### src/design/ps2ksd_pkg.sv
package ps2ksd_pkg;

    localparam int PAT_CAP = 16;
    localparam int MASK_W  = 11;
    localparam int COUNT_W = 8;

    localparam logic KIND_BYTE = 1'b0;
    localparam logic KIND_TICK = 1'b1;

    localparam logic [7:0] SC_EXTEND = 8'hE0;
    localparam logic [7:0] SC_BREAK  = 8'hF0;

    typedef struct packed {
        logic       kind;
        logic [7:0] scan_byte;
    } item_t;

    typedef struct packed {
        logic [MASK_W-1:0]  matched_mask;
        logic [COUNT_W-1:0] new_press_count;
    } result_t;

    // one walk step or tick clear towards the pattern matcher
    typedef struct packed {
        logic       clr;
        logic       press;
        logic [7:0] slot;
    } match_ctl_t;

    // set-2 scancode to key slot, unmapped codes land on slot 0
    function automatic logic [6:0] scan_slot(input logic [7:0] code);
        logic [6:0] s;
        case (code)
            8'h03: s = 7'd9;    8'h0D: s = 7'd9;    8'h0E: s = 7'd96;
            8'h12: s = 7'd5;    8'h14: s = 7'd6;    8'h15: s = 7'd113;
            8'h16: s = 7'd49;   8'h1A: s = 7'd122;  8'h1B: s = 7'd115;
            8'h1C: s = 7'd97;   8'h1D: s = 7'd119;  8'h1E: s = 7'd50;
            8'h21: s = 7'd99;   8'h22: s = 7'd120;  8'h23: s = 7'd100;
            8'h24: s = 7'd101;  8'h25: s = 7'd52;   8'h26: s = 7'd51;
            8'h29: s = 7'd32;   8'h2A: s = 7'd118;  8'h2B: s = 7'd102;
            8'h2C: s = 7'd116;  8'h2D: s = 7'd114;  8'h2E: s = 7'd53;
            8'h31: s = 7'd110;  8'h32: s = 7'd98;   8'h33: s = 7'd104;
            8'h34: s = 7'd103;  8'h35: s = 7'd121;  8'h36: s = 7'd54;
            8'h3A: s = 7'd109;  8'h3B: s = 7'd106;  8'h3C: s = 7'd117;
            8'h3D: s = 7'd55;   8'h3E: s = 7'd56;   8'h41: s = 7'd44;
            8'h42: s = 7'd107;  8'h43: s = 7'd105;  8'h44: s = 7'd111;
            8'h45: s = 7'd48;   8'h46: s = 7'd57;   8'h49: s = 7'd46;
            8'h4A: s = 7'd47;   8'h4B: s = 7'd108;  8'h4C: s = 7'd59;
            8'h4D: s = 7'd112;  8'h4E: s = 7'd45;   8'h52: s = 7'd39;
            8'h54: s = 7'd91;   8'h55: s = 7'd61;   8'h5B: s = 7'd93;
            8'h5D: s = 7'd92;   8'h6B: s = 7'd2;    8'h72: s = 7'd3;
            8'h74: s = 7'd4;    8'h75: s = 7'd1;    8'h76: s = 7'd7;
            8'h91: s = 7'd8;
            default: s = 7'd0;
        endcase
        return s;
    endfunction

    function automatic logic [3:0] pat_len(input logic [3:0] p);
        logic [3:0] n;
        case (p)
            4'd0:  n = 4'd11;
            4'd1:  n = 4'd6;
            4'd2:  n = 4'd3;
            4'd3:  n = 4'd3;
            4'd4:  n = 4'd4;
            4'd5:  n = 4'd5;
            4'd6:  n = 4'd6;
            4'd7:  n = 4'd6;
            4'd8:  n = 4'd10;
            4'd9:  n = 4'd5;
            4'd10: n = 4'd1;
            default: n = 4'd0;
        endcase
        return n;
    endfunction

    // text right-justified: first character in the highest used byte
    function automatic logic [127:0] pat_row(input logic [3:0] p);
        logic [127:0] row;
        case (p)
            4'd0:  row = "musfreelook";
            4'd1:  row = "mushud";
            4'd2:  row = "uwu";
            4'd3:  row = "rey";
            4'd4:  row = "test";
            4'd5:  row = "idkfa";
            4'd6:  row = "musfps";
            4'd7:  row = "idclip";
            4'd8:  row = "idspispopd";
            4'd9:  row = "iddqd";
            4'd10: row = 128'h09;
            default: row = '0;
        endcase
        return row;
    endfunction

    function automatic logic [7:0] pat_char(input logic [3:0] p, input logic [3:0] g);
        logic [127:0] row;
        logic [3:0]   idx;
        row = pat_row(p);
        idx = pat_len(p) - 4'd1 - g;
        return row[{idx, 3'b000} +: 8];
    endfunction

endpackage

### src/design/ps2_key_sequence_detector_top.sv
// scancode byte: the block stays idle and ready for the next item, no result
// frame tick: a key walk, then the emit state loads the result; the key walk reads
// one slot a cycle from the held and previous key memories
// next item is taken the cycle after the result is loaded, while it waits downstream
// after reset a clearing pass writes zero to every slot of both key memories, no item
// is taken during it; pattern progress, release flag and result valid reset at once
module ps2_key_sequence_detector_top #(
    parameter int KEY_SLOTS       = 128,
    parameter int NUM_PATTERNS    = 11,
    parameter int MAX_PATTERN_LEN = 11
) (
    input  logic                  clk,
    input  logic                  rst_n,
    input  logic                  item_valid,
    output logic                  item_stall,
    input  ps2ksd_pkg::item_t     item,
    output logic                  result_valid,
    input  logic                  result_stall,
    output ps2ksd_pkg::result_t   result
);

    localparam int SLOT_W  = $clog2(KEY_SLOTS);
    localparam int CNT_W   = SLOT_W + 1;
    localparam int COUNT_W = ps2ksd_pkg::COUNT_W;
    localparam int MASK_W  = ps2ksd_pkg::MASK_W;

    localparam logic [1:0] ST_CLEAR = 2'd0;
    localparam logic [1:0] ST_IDLE  = 2'd1;
    localparam logic [1:0] ST_WALK  = 2'd2;
    localparam logic [1:0] ST_EMIT  = 2'd3;

    logic [1:0]           state_reg, state_next;
    logic [CNT_W-1:0]     cnt_reg, cnt_next;
    logic                 rd_valid_reg, rd_valid_next;
    logic [SLOT_W-1:0]    rd_slot_reg, rd_slot_next;
    logic                 armed_reg, armed_next;
    logic [COUNT_W-1:0]   press_cnt_reg, press_cnt_next;
    logic                 result_valid_reg, result_valid_next;
    ps2ksd_pkg::result_t  result_reg, result_next;

    logic                 held_mem [KEY_SLOTS];
    logic                 prev_mem [KEY_SLOTS];
    logic                 held_q;
    logic                 prev_q;

    logic                 held_we, held_wdata;
    logic [SLOT_W-1:0]    held_waddr;
    logic                 prev_we, prev_wdata;
    logic [SLOT_W-1:0]    prev_waddr;

    logic                 item_acc;
    logic                 rd_en;
    logic                 press;
    logic [6:0]           rom_slot;
    ps2ksd_pkg::match_ctl_t mctl;
    logic [MASK_W-1:0]    mask;

    assign item_stall = (state_reg != ST_IDLE);
    assign item_acc   = item_valid && !item_stall;
    assign rom_slot   = ps2ksd_pkg::scan_slot(item.scan_byte);
    assign rd_en      = (state_reg == ST_WALK) && (cnt_reg < CNT_W'(KEY_SLOTS));
    assign press      = rd_valid_reg && held_q && !prev_q;

    assign mctl.clr   = item_acc && (item.kind == ps2ksd_pkg::KIND_TICK);
    assign mctl.press = press;
    assign mctl.slot  = 8'(rd_slot_reg);

    ps2ksd_match #(
        .NUM_PATTERNS    (NUM_PATTERNS),
        .MAX_PATTERN_LEN (MAX_PATTERN_LEN)
    ) u_match (
        .clk   (clk),
        .rst_n (rst_n),
        .ctl   (mctl),
        .mask  (mask)
    );

    always_comb
    begin
        state_next        = state_reg;
        cnt_next          = cnt_reg;
        rd_valid_next     = 1'b0;
        rd_slot_next      = rd_slot_reg;
        armed_next        = armed_reg;
        press_cnt_next    = press_cnt_reg;
        result_valid_next = result_valid_reg;
        result_next       = result_reg;
        held_we           = 1'b0;
        held_waddr        = SLOT_W'(rom_slot);
        held_wdata        = !armed_reg;
        prev_we           = 1'b0;
        prev_waddr        = rd_slot_reg;
        prev_wdata        = held_q;

        if (result_valid_reg && !result_stall)
        begin
            result_valid_next = 1'b0;
        end

        case (state_reg)
            ST_CLEAR:
            begin
                held_we    = 1'b1;
                held_waddr = cnt_reg[SLOT_W-1:0];
                held_wdata = 1'b0;
                prev_we    = 1'b1;
                prev_waddr = cnt_reg[SLOT_W-1:0];
                prev_wdata = 1'b0;
                if (cnt_reg == CNT_W'(KEY_SLOTS - 1))
                begin
                    cnt_next   = '0;
                    state_next = ST_IDLE;
                end
                else
                begin
                    cnt_next = cnt_reg + 1'b1;
                end
            end
            ST_IDLE:
            begin
                if (item_acc)
                begin
                    if (item.kind == ps2ksd_pkg::KIND_TICK)
                    begin
                        // release flag is dropped by the tick, no byte can arrive mid-walk
                        armed_next     = 1'b0;
                        cnt_next       = '0;
                        press_cnt_next = '0;
                        state_next     = ST_WALK;
                    end
                    else if (item.scan_byte == ps2ksd_pkg::SC_BREAK)
                    begin
                        armed_next = 1'b1;
                    end
                    else if (item.scan_byte != ps2ksd_pkg::SC_EXTEND)
                    begin
                        held_we    = 1'b1;
                        armed_next = 1'b0;
                    end
                end
            end
            ST_WALK:
            begin
                if (rd_en)
                begin
                    rd_valid_next = 1'b1;
                    rd_slot_next  = cnt_reg[SLOT_W-1:0];
                    cnt_next      = cnt_reg + 1'b1;
                end
                else if (!rd_valid_reg)
                begin
                    state_next = ST_EMIT;
                end
                // previous bit takes the held bit of the slot read last cycle
                prev_we = rd_valid_reg;
                if (press)
                begin
                    press_cnt_next = press_cnt_reg + 1'b1;
                end
            end
            ST_EMIT:
            begin
                if (!result_valid_reg || !result_stall)
                begin
                    result_valid_next           = 1'b1;
                    result_next.matched_mask    = mask;
                    result_next.new_press_count = press_cnt_reg;
                    state_next                  = ST_IDLE;
                end
            end
            default:
            begin
                state_next = ST_CLEAR;
            end
        endcase
    end

    always_ff @(posedge clk)
    begin
        if (held_we)
        begin
            held_mem[held_waddr] <= held_wdata;
        end
        if (rd_en)
        begin
            held_q <= held_mem[cnt_reg[SLOT_W-1:0]];
        end
    end

    always_ff @(posedge clk)
    begin
        if (prev_we)
        begin
            prev_mem[prev_waddr] <= prev_wdata;
        end
        if (rd_en)
        begin
            prev_q <= prev_mem[cnt_reg[SLOT_W-1:0]];
        end
    end

    always_ff @(posedge clk)
    begin
        rd_slot_reg <= rd_slot_next;
        result_reg  <= result_next;
    end

    always_ff @(posedge clk or negedge rst_n)
    begin
        if (!rst_n)
        begin
            state_reg        <= ST_CLEAR;
            cnt_reg          <= '0;
            rd_valid_reg     <= 1'b0;
            armed_reg        <= 1'b0;
            press_cnt_reg    <= '0;
            result_valid_reg <= 1'b0;
        end
        else
        begin
            state_reg        <= state_next;
            cnt_reg          <= cnt_next;
            rd_valid_reg     <= rd_valid_next;
            armed_reg        <= armed_next;
            press_cnt_reg    <= press_cnt_next;
            result_valid_reg <= result_valid_next;
        end
    end

    assign result_valid = result_valid_reg;
    assign result       = result_reg;

    a_walk_bound: assert property (@(posedge clk) disable iff (!rst_n)
        state_reg == ST_WALK |-> cnt_reg <= CNT_W'(KEY_SLOTS))
        else $error("key walk ran past the last slot");

    a_tick_start: assert property (@(posedge clk) disable iff (!rst_n)
        item_acc && item.kind == ps2ksd_pkg::KIND_TICK
        |=> state_reg == ST_WALK && cnt_reg == '0 && press_cnt_reg == '0)
        else $error("tick did not start a fresh walk");

    a_prev_write_walk: assert property (@(posedge clk) disable iff (!rst_n)
        rd_valid_reg |-> state_reg == ST_WALK)
        else $error("slot read data pending outside the walk");

    a_result_from_emit: assert property (@(posedge clk) disable iff (!rst_n)
        $rose(result_valid_reg) |-> $past(state_reg) == ST_EMIT)
        else $error("result raised without a finished walk");

endmodule

### src/design/ps2ksd_match.sv
module ps2ksd_match #(
    parameter int NUM_PATTERNS    = 11,
    parameter int MAX_PATTERN_LEN = 11
) (
    input  logic                              clk,
    input  logic                              rst_n,
    input  ps2ksd_pkg::match_ctl_t            ctl,
    output logic [ps2ksd_pkg::MASK_W-1:0]     mask
);

    localparam int         PAT_CAP = ps2ksd_pkg::PAT_CAP;
    localparam int         MASK_W  = ps2ksd_pkg::MASK_W;
    localparam logic [3:0] MAX_LEN = 4'(MAX_PATTERN_LEN);

    logic [NUM_PATTERNS-1:0] hit_vec;
    logic [PAT_CAP-1:0]      hit_wide;
    logic [MASK_W-1:0]       mask_reg;
    logic [MASK_W-1:0]       mask_next;

    for (genvar gp = 0; gp < NUM_PATTERNS; gp++) begin : g_lane
        logic [3:0] len;
        logic [3:0] prog_reg;
        logic [3:0] prog_next;
        logic       hit;

        always_comb
        begin
            len = ps2ksd_pkg::pat_len(4'(gp));
            if (len > MAX_LEN)
            begin
                len = MAX_LEN;
            end
            prog_next = prog_reg;
            hit       = 1'b0;
            if (ctl.press)
            begin
                if (len == 4'd0)
                begin
                    prog_next = 4'd0;
                end
                else
                begin
                    if (prog_reg < len &&
                        ps2ksd_pkg::pat_char(4'(gp), prog_reg) == ctl.slot)
                    begin
                        prog_next = prog_reg + 4'd1;
                    end
                    else
                    begin
                        prog_next = 4'd0;
                    end
                    if (prog_next >= len)
                    begin
                        prog_next = 4'd0;
                        hit       = 1'b1;
                    end
                end
            end
        end

        always_ff @(posedge clk or negedge rst_n)
        begin
            if (!rst_n)
            begin
                prog_reg <= 4'd0;
            end
            else
            begin
                prog_reg <= prog_next;
            end
        end

        assign hit_vec[gp] = hit;
    end

    always_comb
    begin
        hit_wide = '0;
        hit_wide[NUM_PATTERNS-1:0] = hit_vec;
        if (ctl.clr)
        begin
            mask_next = '0;
        end
        else
        begin
            mask_next = mask_reg | hit_wide[MASK_W-1:0];
        end
    end

    always_ff @(posedge clk or negedge rst_n)
    begin
        if (!rst_n)
        begin
            mask_reg <= '0;
        end
        else
        begin
            mask_reg <= mask_next;
        end
    end

    assign mask = mask_reg;

endmodule
### config.mk
export PLATFORM = sky130hd
export DESIGN_NAME = ps2_key_sequence_detector_top
export DESIGN_NICKNAME = d
export VERILOG_FILES = /design/src/design/ps2ksd_pkg.sv /design/src/design/ps2_key_sequence_detector_top.sv /design/src/design/ps2ksd_match.sv
export SDC_FILE = /design/constraint.sdc
export NUM_CORES = 1
export LEC_CHECK = 0
export BUFFER_PORTS_ARGS = -buffer_cell sky130_fd_sc_hd__buf_4
export CAP_MARGIN = 30
export CORE_MARGIN = 10
export CORE_UTILIZATION = 43
export CTS_CLUSTER_DIAMETER = 60
export DETAILED_ROUTE_END_ITERATION = 12
export SETUP_SLACK_MARGIN = 0.1
export SLEW_MARGIN = 20
export SYNTH_ARGS = -nofsm -noshare
export SYNTH_HDL_FRONTEND = slang
export SYNTH_SLANG_ARGS = --single-unit
### constraint.sdc
create_clock -name clk -period 7.6 [get_ports clk]
set_input_delay 1.14 -clock clk [delete_from_list [all_inputs] [get_ports clk]]
set_output_delay 1.14 -clock clk [all_outputs]
set_load 0.05 [all_outputs]
==> results of run 1 <==
-- metal layers --
metal  global-route usage (%)  vias up  wire, um
li1                         -     6347         -
met2                     26.7      437     21400
met4                     5.22        0      1020
met1                     23.1     6872     20800
met5                        0        -         0
met3                     3.72       96      3190
-- synth_stat cells, types with 8 or more instances --
master / number
nor2_1: 339
edfxtp_1: 284
nand2_1: 97
dfrtp_1: 76
o21ai_0: 75
ha_1: 74
mux4_2: 64
inv_1: 60
a21oi_1: 58
nand3_1: 48
clkbuf_1: 45
mux2i_1: 42
buf_2: 34
xnor2_1: 31
nand2b_1: 27
nor2b_1: 25
nor3_1: 22
and2_1: 19
o31ai_1: 19
nand4_1: 16
xor2_1: 16
a211oi_1: 15
buf_1: 12
nor3b_1: 11
o22ai_1: 11
or2_2: 11
a31oi_1: 9
buf_4: 9
nand3_2: 8
nor4_1: 8
o21a_1: 8
-- worst register-to-register path, delay by kind of cell (launching register included) --
family | cells | cell delay, ns
compound gates | 3 | 1.06
flops | 1 | 0.98
mux | 2 | 0.78
buf+inv | 1 | 0.72
simple gates | 2 | 0.14
-- final cells by class --
cell class,count,share of cell area (%)
well taps,600,3.47
inverters,64,1.11
repair buffers,53,1.90
multi-input cells,1208,39.3
flip-flops and latches,360,48.2
clock inverters,22,1.01
clock buffers,51,5.01
-- logic make-up (layout without fill, tap and decap cells) --
logic type,after synthesis,after routing,synth area share (%)
and+or+nand+nor,678,678,16.2
AOI/OAI and AO/OA,294,294,10.1
buffers and inverters,167,190,3.69
muxes,113,113,9.88
adders and majority gates,74,74,4.71
DFF,360,360,53.1
xor gates and xnor gates,49,49,2.32
-- path summary, 6_finish.rpt --
path                                                      end  slack [ns]
worst max-delay path                             held_mem[45]        3.49
worst min-delay path                               result[13]        0.44
worst max register to register                         prev_q        3.61
worst min register to register                     result[13]        0.44
max in group asynchronous       u_match.g_lane[0].prog_reg[1]        6.10
min in group asynchronous                        state_reg[0]        0.49
-- through the flow --
stage	hold WS [ns]	setup slack (ns)	instance area, um^2	instances
final	0.444	3.49	21600	2358
after detailed placement	0.433	3.05	20300	2283
after global placement	0.433	3.03	20300	2282
after floorplan	0.423	2.27	19600	1735
after global routing	0.457	3.20	21600	2358
after CTS	0.445	3.59	21600	2356
-- power groups by stage --
stage / Clock, mW / Sequential (mW) / Combinational, mW
after floorplan: 0 / 2.71 / 1.22
after global placement: 0 / 2.66 / 1.76
final: 1.93 / 2.61 / 1.80
after CTS: 1.97 / 2.62 / 1.81
after global routing: 2.05 / 2.64 / 1.96
after detailed placement: 0 / 2.66 / 1.80
==> results.toml, run 1 <==
[status]
status = "completed"

[placement]
port_buffers = 33
gp_congestion = 0.893
dp_hpwl_um = 28600

[clock_network]
ctsResizeCount = 0
cts_tree = "done"
cts_max_level = 2
clk_path_buf_depth = 3
post-cts-setup-buffer-count = 0
cts-root-buf = "clkbuf_16"
hold_buffers = 0
cts.clk_slew.worst_paths_ns = 0.06
cts_made_buffers = 41
clk_latency_ns = 0.57
cts.sinks = 360

[global_routing]
grt_antenna_before_repair = 0
grt_pass1_wl_um = 74000
grt_max_degree = 129
grt_overflow = 0
grtUsageTotal_pct = 17.0
grt_pass1_vias = 13500

[floorplan]
dieWidth_um = 234
die_h_um = 234
design.core.area_mm2 = 0.0453
dieArea_mm2 = 0.0546
ioPinCount = 34
initial_utilization_pct = 43.4
core.rowCount = 78

[power]
power.internal_mw = 4.21
p_total_mw = 6.34
leakagePower_nw = 7.44
p_comb_share_pct = 28.4
power.switching_mw = 2.13
power_frac_seq_pct = 41.2
vdd_drop_max_mv = 0.203
cellPowerDensity_mw_per_mm2 = 293
p_clk_share_pct = 30.4
switching_share_pct = 33.6

[detailed_routing]
ant_nets = 0
drc = 0
dr.pass1.iters = 7
num_vias = 13800
wl_um = 46400
drtIter0Drc = 1287
detail_route.wl_per_cell_um = 19.7
vias_per_cell = 5.83

[setup_path]
required_ns = 7.87
cp_num_cells = 10
crit_buf_inv = 2
setup.worst_path.start = "item[0]"
path_cells = "buf_4 > inv_1 > ha_1 > nand2b_1 > a31oi_1 > o311ai_0 > o31ai_1 > nor2b_1 > nand3_1 > nor2_1"
cp-start-kind = "input port"
end_kind = "flop"
path_class = "in -> reg"
crit_family = "simple AND/OR/NAND/NOR gates"
slowest_stage = "o31ai_1"
r2r_start = "cnt_reg[0]"
worstPathMaxFanout = 14
reg2reg_depth = 8
worstPathArrival_ns = 4.38
cp_slowest_stage_delay_ns = 0.69

[layout]
final_nets = 1815
drive_above_1_share_pct = 12.7
finish.utilization_pct = 47.8
final_common_cell = "nor2_1"
multi_input_area_mm2 = 0.00851
layout_common_cells = "338 x nor2_1, 284 x edfxtp_1, 96 x nand2_1, 75 x o21ai_0, 74 x dfrtp_1"
regArea_mm2 = 0.0104
n_fill_cell = 4083
num_antenna_cells = 0
synthToLayoutAreaGrowth_pct = 10.2

[synth]
synth.largest_area_cell = "edfxtp_1"
ys_warn_count = 0
yosysSeqAreaShare_pct = 53.1
async_reset_ff_share_pct = 21.1
syn_nets = 1822
synth_ff_type = "edfxtp_1"
synth_edf_count = 284
syn_avg_cell_area_um2 = 11.3
yosysTopAreaCellShare_pct = 43.4
synthDistinctLibCells = 85
synthCells = 1735
ys_seq_elements = 360
synth.area.top_cells = "edfxtp_1 43%, dfrtp_1 9.7%, mux4_2 7.3%"
synth_area_mm2 = 0.0196

[timing]
worstMarginPinSlew_ns = 0.939
report.final.hold_viol_count = 0
skew_ns = 0.0226
maxSlewViolCount = 0
finalSetupViolations = 0
finalCritPeriodShare_pct = 54.1
fmaxAchievable_ghz = 0.243
period_needed_ns = 4.11
grt_setup_unrepaired = "no"
relSlewSlack_pct = 37.4
fin_tns_setup_ns = 0

[hold_path]
min_path_type = "reg -> reg"
hp-start = "u_match.mask[5]"
hold_depth = 0

[job]
cap_violations = 0
Note: power is estimated with default switching activity, not from simulation.
==> inputs of run 2 (changes only) <==
clock period = 4.1 ns   (was 7.6 ns; I/O delays follow)
==> results.toml, run 2 (same netlist as run 1, synthesis figures left out) <==
[status]
status = "completed"

[global_routing]
grt_pass1_wl_um = 76500
grtUsageTotal_pct = 17.6
grt_pass1_vias = 13700
grt_max_degree = 129
grt_overflow = 0
grt_antenna_before_repair = 0

[power]
vdd_drop_max_mv = 0.423
leakagePower_nw = 7.61
cellPowerDensity_mw_per_mm2 = 551
p_total_mw = 12.1

[detailed_routing]
wl_um = 47700
drc = 0
num_vias = 13800
detail_route.wl_per_cell_um = 20.0
drtIter0Drc = 1320
ant_nets = 0
vias_per_cell = 5.80
dr.pass1.iters = 7

[placement]
dp_hpwl_um = 30300
dp_slack_ns = 0.359
gp_congestion = 0.920
port_buffers = 33

[timing]
worstMarginPinSlew_ns = 0.993
fmaxAchievable_ghz = 0.304
finalCritPeriodShare_pct = 80.2
fin_ws_ns = 0.812
fin_tns_setup_ns = 0
relSlewSlack_pct = 33.2
finalSetupViolations = 0
maxSlewViolCount = 0
report.final.hold_viol_count = 0
skew_ns = 0.0162
period_needed_ns = 3.29
grt_setup_unrepaired = "no"
holdWs_ns = 0.0129

[clock_network]
cts_tree = "done"
cts_made_buffers = 41
cts-root-buf = "clkbuf_16"
ctsResizeCount = 0
post-cts-setup-buffer-count = 0
cts.clk_slew.worst_paths_ns = 0.06
cts_max_level = 2
cts.sinks = 360
hold_buffers = 0
clk_latency_ns = 0.56
clk_path_buf_depth = 3

[floorplan]
die_h_um = 234
dieArea_mm2 = 0.0546
design.core.area_mm2 = 0.0453
initial_utilization_pct = 43.4
ioPinCount = 34
dieWidth_um = 234
core.rowCount = 78

[setup_path]
path_cells = "ha_1 > inv_1 > ha_1 > nor2_1 > nand3_1 > o31ai_1 > or4_4 > a2111oi_4 > and2b_1 > mux2_2"
r2r-end = "u_match.g_lane[0].prog_reg[0]"
cp-start-kind = "flop"
worstPathArrival_ns = 3.78
slowest_stage = "ha_1"
end_kind = "flop"
worstPathMaxFanout = 16
crit_path_frequent_cell = "ha_1"
r2r_slack_ns = 0.81
r2r_start = "u_match.g_lane[0].prog_reg[1]"
reg2reg_depth = 10
path_class = "reg -> reg"
cp_slowest_stage_delay_ns = 0.57
required_ns = 4.60

[layout]
num_antenna_cells = 0
final_common_cell = "nor2_1"
layout_common_cells = "338 x nor2_1, 284 x edfxtp_1, 97 x nand2_1, 75 x o21ai_0, 74 x dfrtp_1"
final_nets = 1836
synthToLayoutAreaGrowth_pct = 11.7
drive_above_1_share_pct = 14.0
finish.utilization_pct = 48.5
n_fill_cell = 4117

[hold_path]
min_path_type = "in -> async"

[job]
cap_violations = 0
## run 2: changes by cell type in the layout (fill, tap and decap cells not counted), sizes merged
cell      before  now
buf           51   73
bufinv         3    5
clkbuf        53   52
clkinv        16   15
clkinvlp       3    4
inv           64   65
## run 2: metal layers
metal  part of all wire [%]  GRT usage (%)
met1                     45           24.5
met2                     47           28.0
met3                    5.6           2.60
met4                    2.4           5.42
met5                      0              0
## run 2: worst max path at each step
stage / cells after the start / from / endpoint
6_report: 10 / u_match.g_lane[0].prog_reg[1] / u_match.g_lane[0].prog_reg[0]
2_1_floorplan: 7 / state_reg[0] / held_mem[0]
3_5_place_dp: 10 / item[1] / held_mem[84]
5_1_grt: 10 / u_match.g_lane[0].prog_reg[1] / u_match.g_lane[0].prog_reg[0]
4_1_cts: 10 / u_match.g_lane[0].prog_reg[1] / u_match.g_lane[0].prog_reg[0]
3_3_place_gp: 10 / item[1] / held_mem[84]
## run 2: where the power goes
group	switching, mW	leakage, nW	total, mW	internal (mW)
combinational	2.23	3.32	3.44	1.21
clock	1.53	0.675	3.79	2.26
sequential	0.281	3.62	4.87	4.58
## run 2: worst max-delay path, delay by kind of cell, from the launching register on
family / cells / cell delay, ns
compound gates: 2 / 0.61
fa+ha+maj: 2 / 0.88
buf+inv: 1 / 0.08
flops: 1 / 0.53
mux: 1 / 0.15
simple gates: 4 / 0.99
## run 2: layout make-up
type                    count  area (um^2)  share of cell area [%]
multi-input cells        1208         8510                    38.8
well taps                 600          751                    3.42
clock buffers              51         1110                    5.08
flip-flops and latches    360        10400                    47.6
repair buffers             74          604                    2.75
inverters                  64          240                    1.09
clock inverters            25          290                    1.32
## run 2: stage by stage
stage | std cells | cell area [um^2]
floorplan | 1735 | 19600
global placement | 2302 | 20500
detailed placement | 2304 | 20500
CTS | 2380 | 21900
global route | 2382 | 21900
finish | 2382 | 21900
==> inputs of run 3 (changes only) <==
ABC_AREA = 1   (was not set)
clock period = 3.4 ns   (was 4.1 ns; I/O delays follow)
==> results.toml, run 3 <==
[layout]
synthToLayoutAreaGrowth_pct = 12.2
final_common_cell = "nor2_1"
finish.utilization_pct = 49.1
layout_common_cells = "530 x nor2_1, 391 x nand2_1, 284 x edfxtp_1, 198 x o21ai_0, 173 x inv_1"
final_nets = 2374
multi_input_area_mm2 = 0.00796
instances_no_fill = 2914
regArea_mm2 = 0.0104
drive_above_1_share_pct = 7.67
num_antenna_cells = 0
n_fill_cell = 4216

[clock_network]
clk_path_buf_depth = 3
cts_made_buffers = 43
post-cts-setup-buffer-count = 0
cts.clk_slew.worst_paths_ns = 0.06
cts.sinks = 360
cts_tree = "done"
cts-root-buf = "clkbuf_16"
ctsResizeCount = 0
cts_max_level = 2
clk_latency_ns = 0.59

[timing]
skew_ns = 0.0324
finalCritPeriodShare_pct = 85.3
fmaxAchievable_ghz = 0.345
relSlewSlack_pct = 35.9
maxSlewViolCount = 0
worstMarginPinSlew_ns = 0.958
report.final.hold_viol_count = 0
finalSetupViolations = 0
period_needed_ns = 2.90
grt_setup_unrepaired = "no"

[setup_path]
worstPathArrival_ns = 3.19
path_cells = "inv_1 > ha_1 > inv_2 > nor2_1 > a21oi_1 > inv_1 > nor2_1 > nand3_1 > buf_4 > nor2_1"
crit_path_frequent_cell = "nor2_1"
slowest_stage = "dfrtp_1"
cp_num_cells = 10
cp-start-kind = "flop"
reg2reg_depth = 10
worstPathMaxFanout = 24
r2r_start = "state_reg[0]"
r2r_slack_ns = 0.50
path_class = "reg -> reg"
end_kind = "flop"
crit_family = "buffers and inverters"
crit_buf_inv = 4
cp_slowest_stage_delay_ns = 0.40
required_ns = 3.69
r2r-end = "prev_mem[70]"

[hold_path]
worstHoldEndpoint = "armed_reg"
hp-start = "item[8]"
hold_depth = 2
min_path_type = "in -> reg"

[synth]
syn_nets = 2344
async_reset_ff_share_pct = 21.1
synthCells = 2257
synth_top_family_by_area = "simple AND/OR/NAND/NOR gates"
synth_compound_area_share_pct = 10.3
yosysSeqAreaShare_pct = 53.5
ys_seq_elements = 360
synth_area_mm2 = 0.0195
synthDistinctLibCells = 42
synthAdderAreaFrac_pct = 4.75
synth_edf_count = 284
yosysTopAreaCellShare_pct = 43.8
synth_simple_gate_area_share_pct = 24.3
ys_warn_count = 0
synthMuxAreaShare_pct = 0
synth.most_common_cell = "nor2_1"
synth_common_cells = "532 x nor2_1, 391 x nand2_1, 284 x edfxtp_1, 198 x o21ai_0, 174 x inv_1"
syn_avg_cell_area_um2 = 8.63
synth_xor_area_share_pct = 1.35
synth_ff_type = "edfxtp_1"
synth.area.top_cells = "edfxtp_1 44%, nor2_1 10%, dfrtp_1 9.8%"
synth.largest_area_cell = "edfxtp_1"

[detailed_routing]
num_vias = 15800
drc = 0
detail_route.wl_per_cell_um = 17.7
wl_um = 51600
ant_nets = 0
vias_per_cell = 5.43
drtIter0Drc = 1657
dr.pass1.iters = 6

[floorplan]
dieWidth_um = 233
initial_utilization_pct = 43.8
die_h_um = 233
ioPinCount = 34
dieArea_mm2 = 0.0542
design.core.area_mm2 = 0.0445
core.rowCount = 77

[global_routing]
grt_antenna_before_repair = 0
grt_max_degree = 129
grt_overflow = 0
grt_pass1_vias = 15400
grtUsageTotal_pct = 19.0
grt_pass1_wl_um = 82500

[power]
leakagePower_nw = 8.43
cellPowerDensity_mw_per_mm2 = 722
vdd_drop_max_mv = 0.354

[status]
status = "completed"

[placement]
gp_congestion = 0.952
placed_cells = 2833
dp_hpwl_um = 32200
port_buffers = 33

[job]
cap_violations = 0
-- run 3: cell types whose count changed in the layout (fill, tap and decap cells not counted), moves of 34 or more --
cell	before	now
mux2i_1	42	0
inv_1	60	173
nor2_1	338	530
o21ai_0	75	198
mux4_2	64	0
nand2_1	97	391
nand3_1	48	134
o22ai_1	11	45
-- run 3: how the worst max path moves through the flow --
stage	startpoint	to
2_1_floorplan	state_reg[0]	prev_mem[0]
3_3_place_gp	item[1]	held_mem[117]
3_5_place_dp	item[1]	held_mem[86]
4_1_cts	state_reg[0]	prev_mem[70]
5_1_grt	state_reg[0]	prev_mem[86]
6_report	state_reg[0]	prev_mem[70]
-- run 3: power by group --
group | internal (mW) | switching (mW)
clock network | 2.48 | 1.89
registers | 5.64 | 0.290
logic | 1.39 | 4.08
total | 9.52 | 6.26
-- run 3: through the flow --
step	setup WS [ns]	hold slack [ns]	instance area, um^2	total power, mW	TNS (ns)
after global placement	0.374	0.432	20500	11.4	0
after CTS	0.487	0.173	21900	15.9	0
final	0.501	0.194	21900	15.8	0
after floorplan	-1.27	0.214	19500	9.55	-325.08
after global routing	0.175	0.193	21900	16.7	0
after detailed placement	0.341	0.430	20500	11.5	0
-- run 3: routing by layer --
| metal | vias to the layer above | track usage, % | wire (um) |
|---|---|---|---|
| li1 | 7656 | - | - |
| met1 | 7573 | 24.1 | 22400 |
| met2 | 476 | 31.8 | 24500 |
| met3 | 112 | 2.65 | 2830 |
| met4 | 0 | 8.26 | 1860 |
| met5 | - | 0 | 0 |
-- run 3: kinds of logic (layout without fill, tap and decap cells) --
logic type | count (synthesis) | count (layout)
flops | 360 | 360
buf+inv | 282 | 347
fa+ha+maj | 74 | 74
xor+xnor | 30 | 30
compound gates | 361 | 361
simple gates | 1150 | 1150
-- run 3: final cells by class --
class | count | area share [%]
flip-flops and latches | 360 | 47.7
multi-input cells | 1615 | 36.4
clock buffers | 57 | 5.25
well taps | 592 | 3.39
inverters | 187 | 3.23
repair buffers | 80 | 3.10
clock inverters | 23 | 0.887
-- run 3: repair_timing --
item	CTS	global route
hold buffers	1	0
endpoints found under the setup margin	0	0
endpoints found under the hold margin	42	0
-- run 3: worst reg2reg max path, delay by kind of cell (launching register included) --
family / cells / cell delay [ns]
AO/OA/AOI/OAI: 1 / 0.36
flip-flops: 1 / 0.40
AND/OR/NAND/NOR: 4 / 0.74
buffers and inverters: 4 / 0.90
adder cells (fa/ha/maj): 1 / 0.23
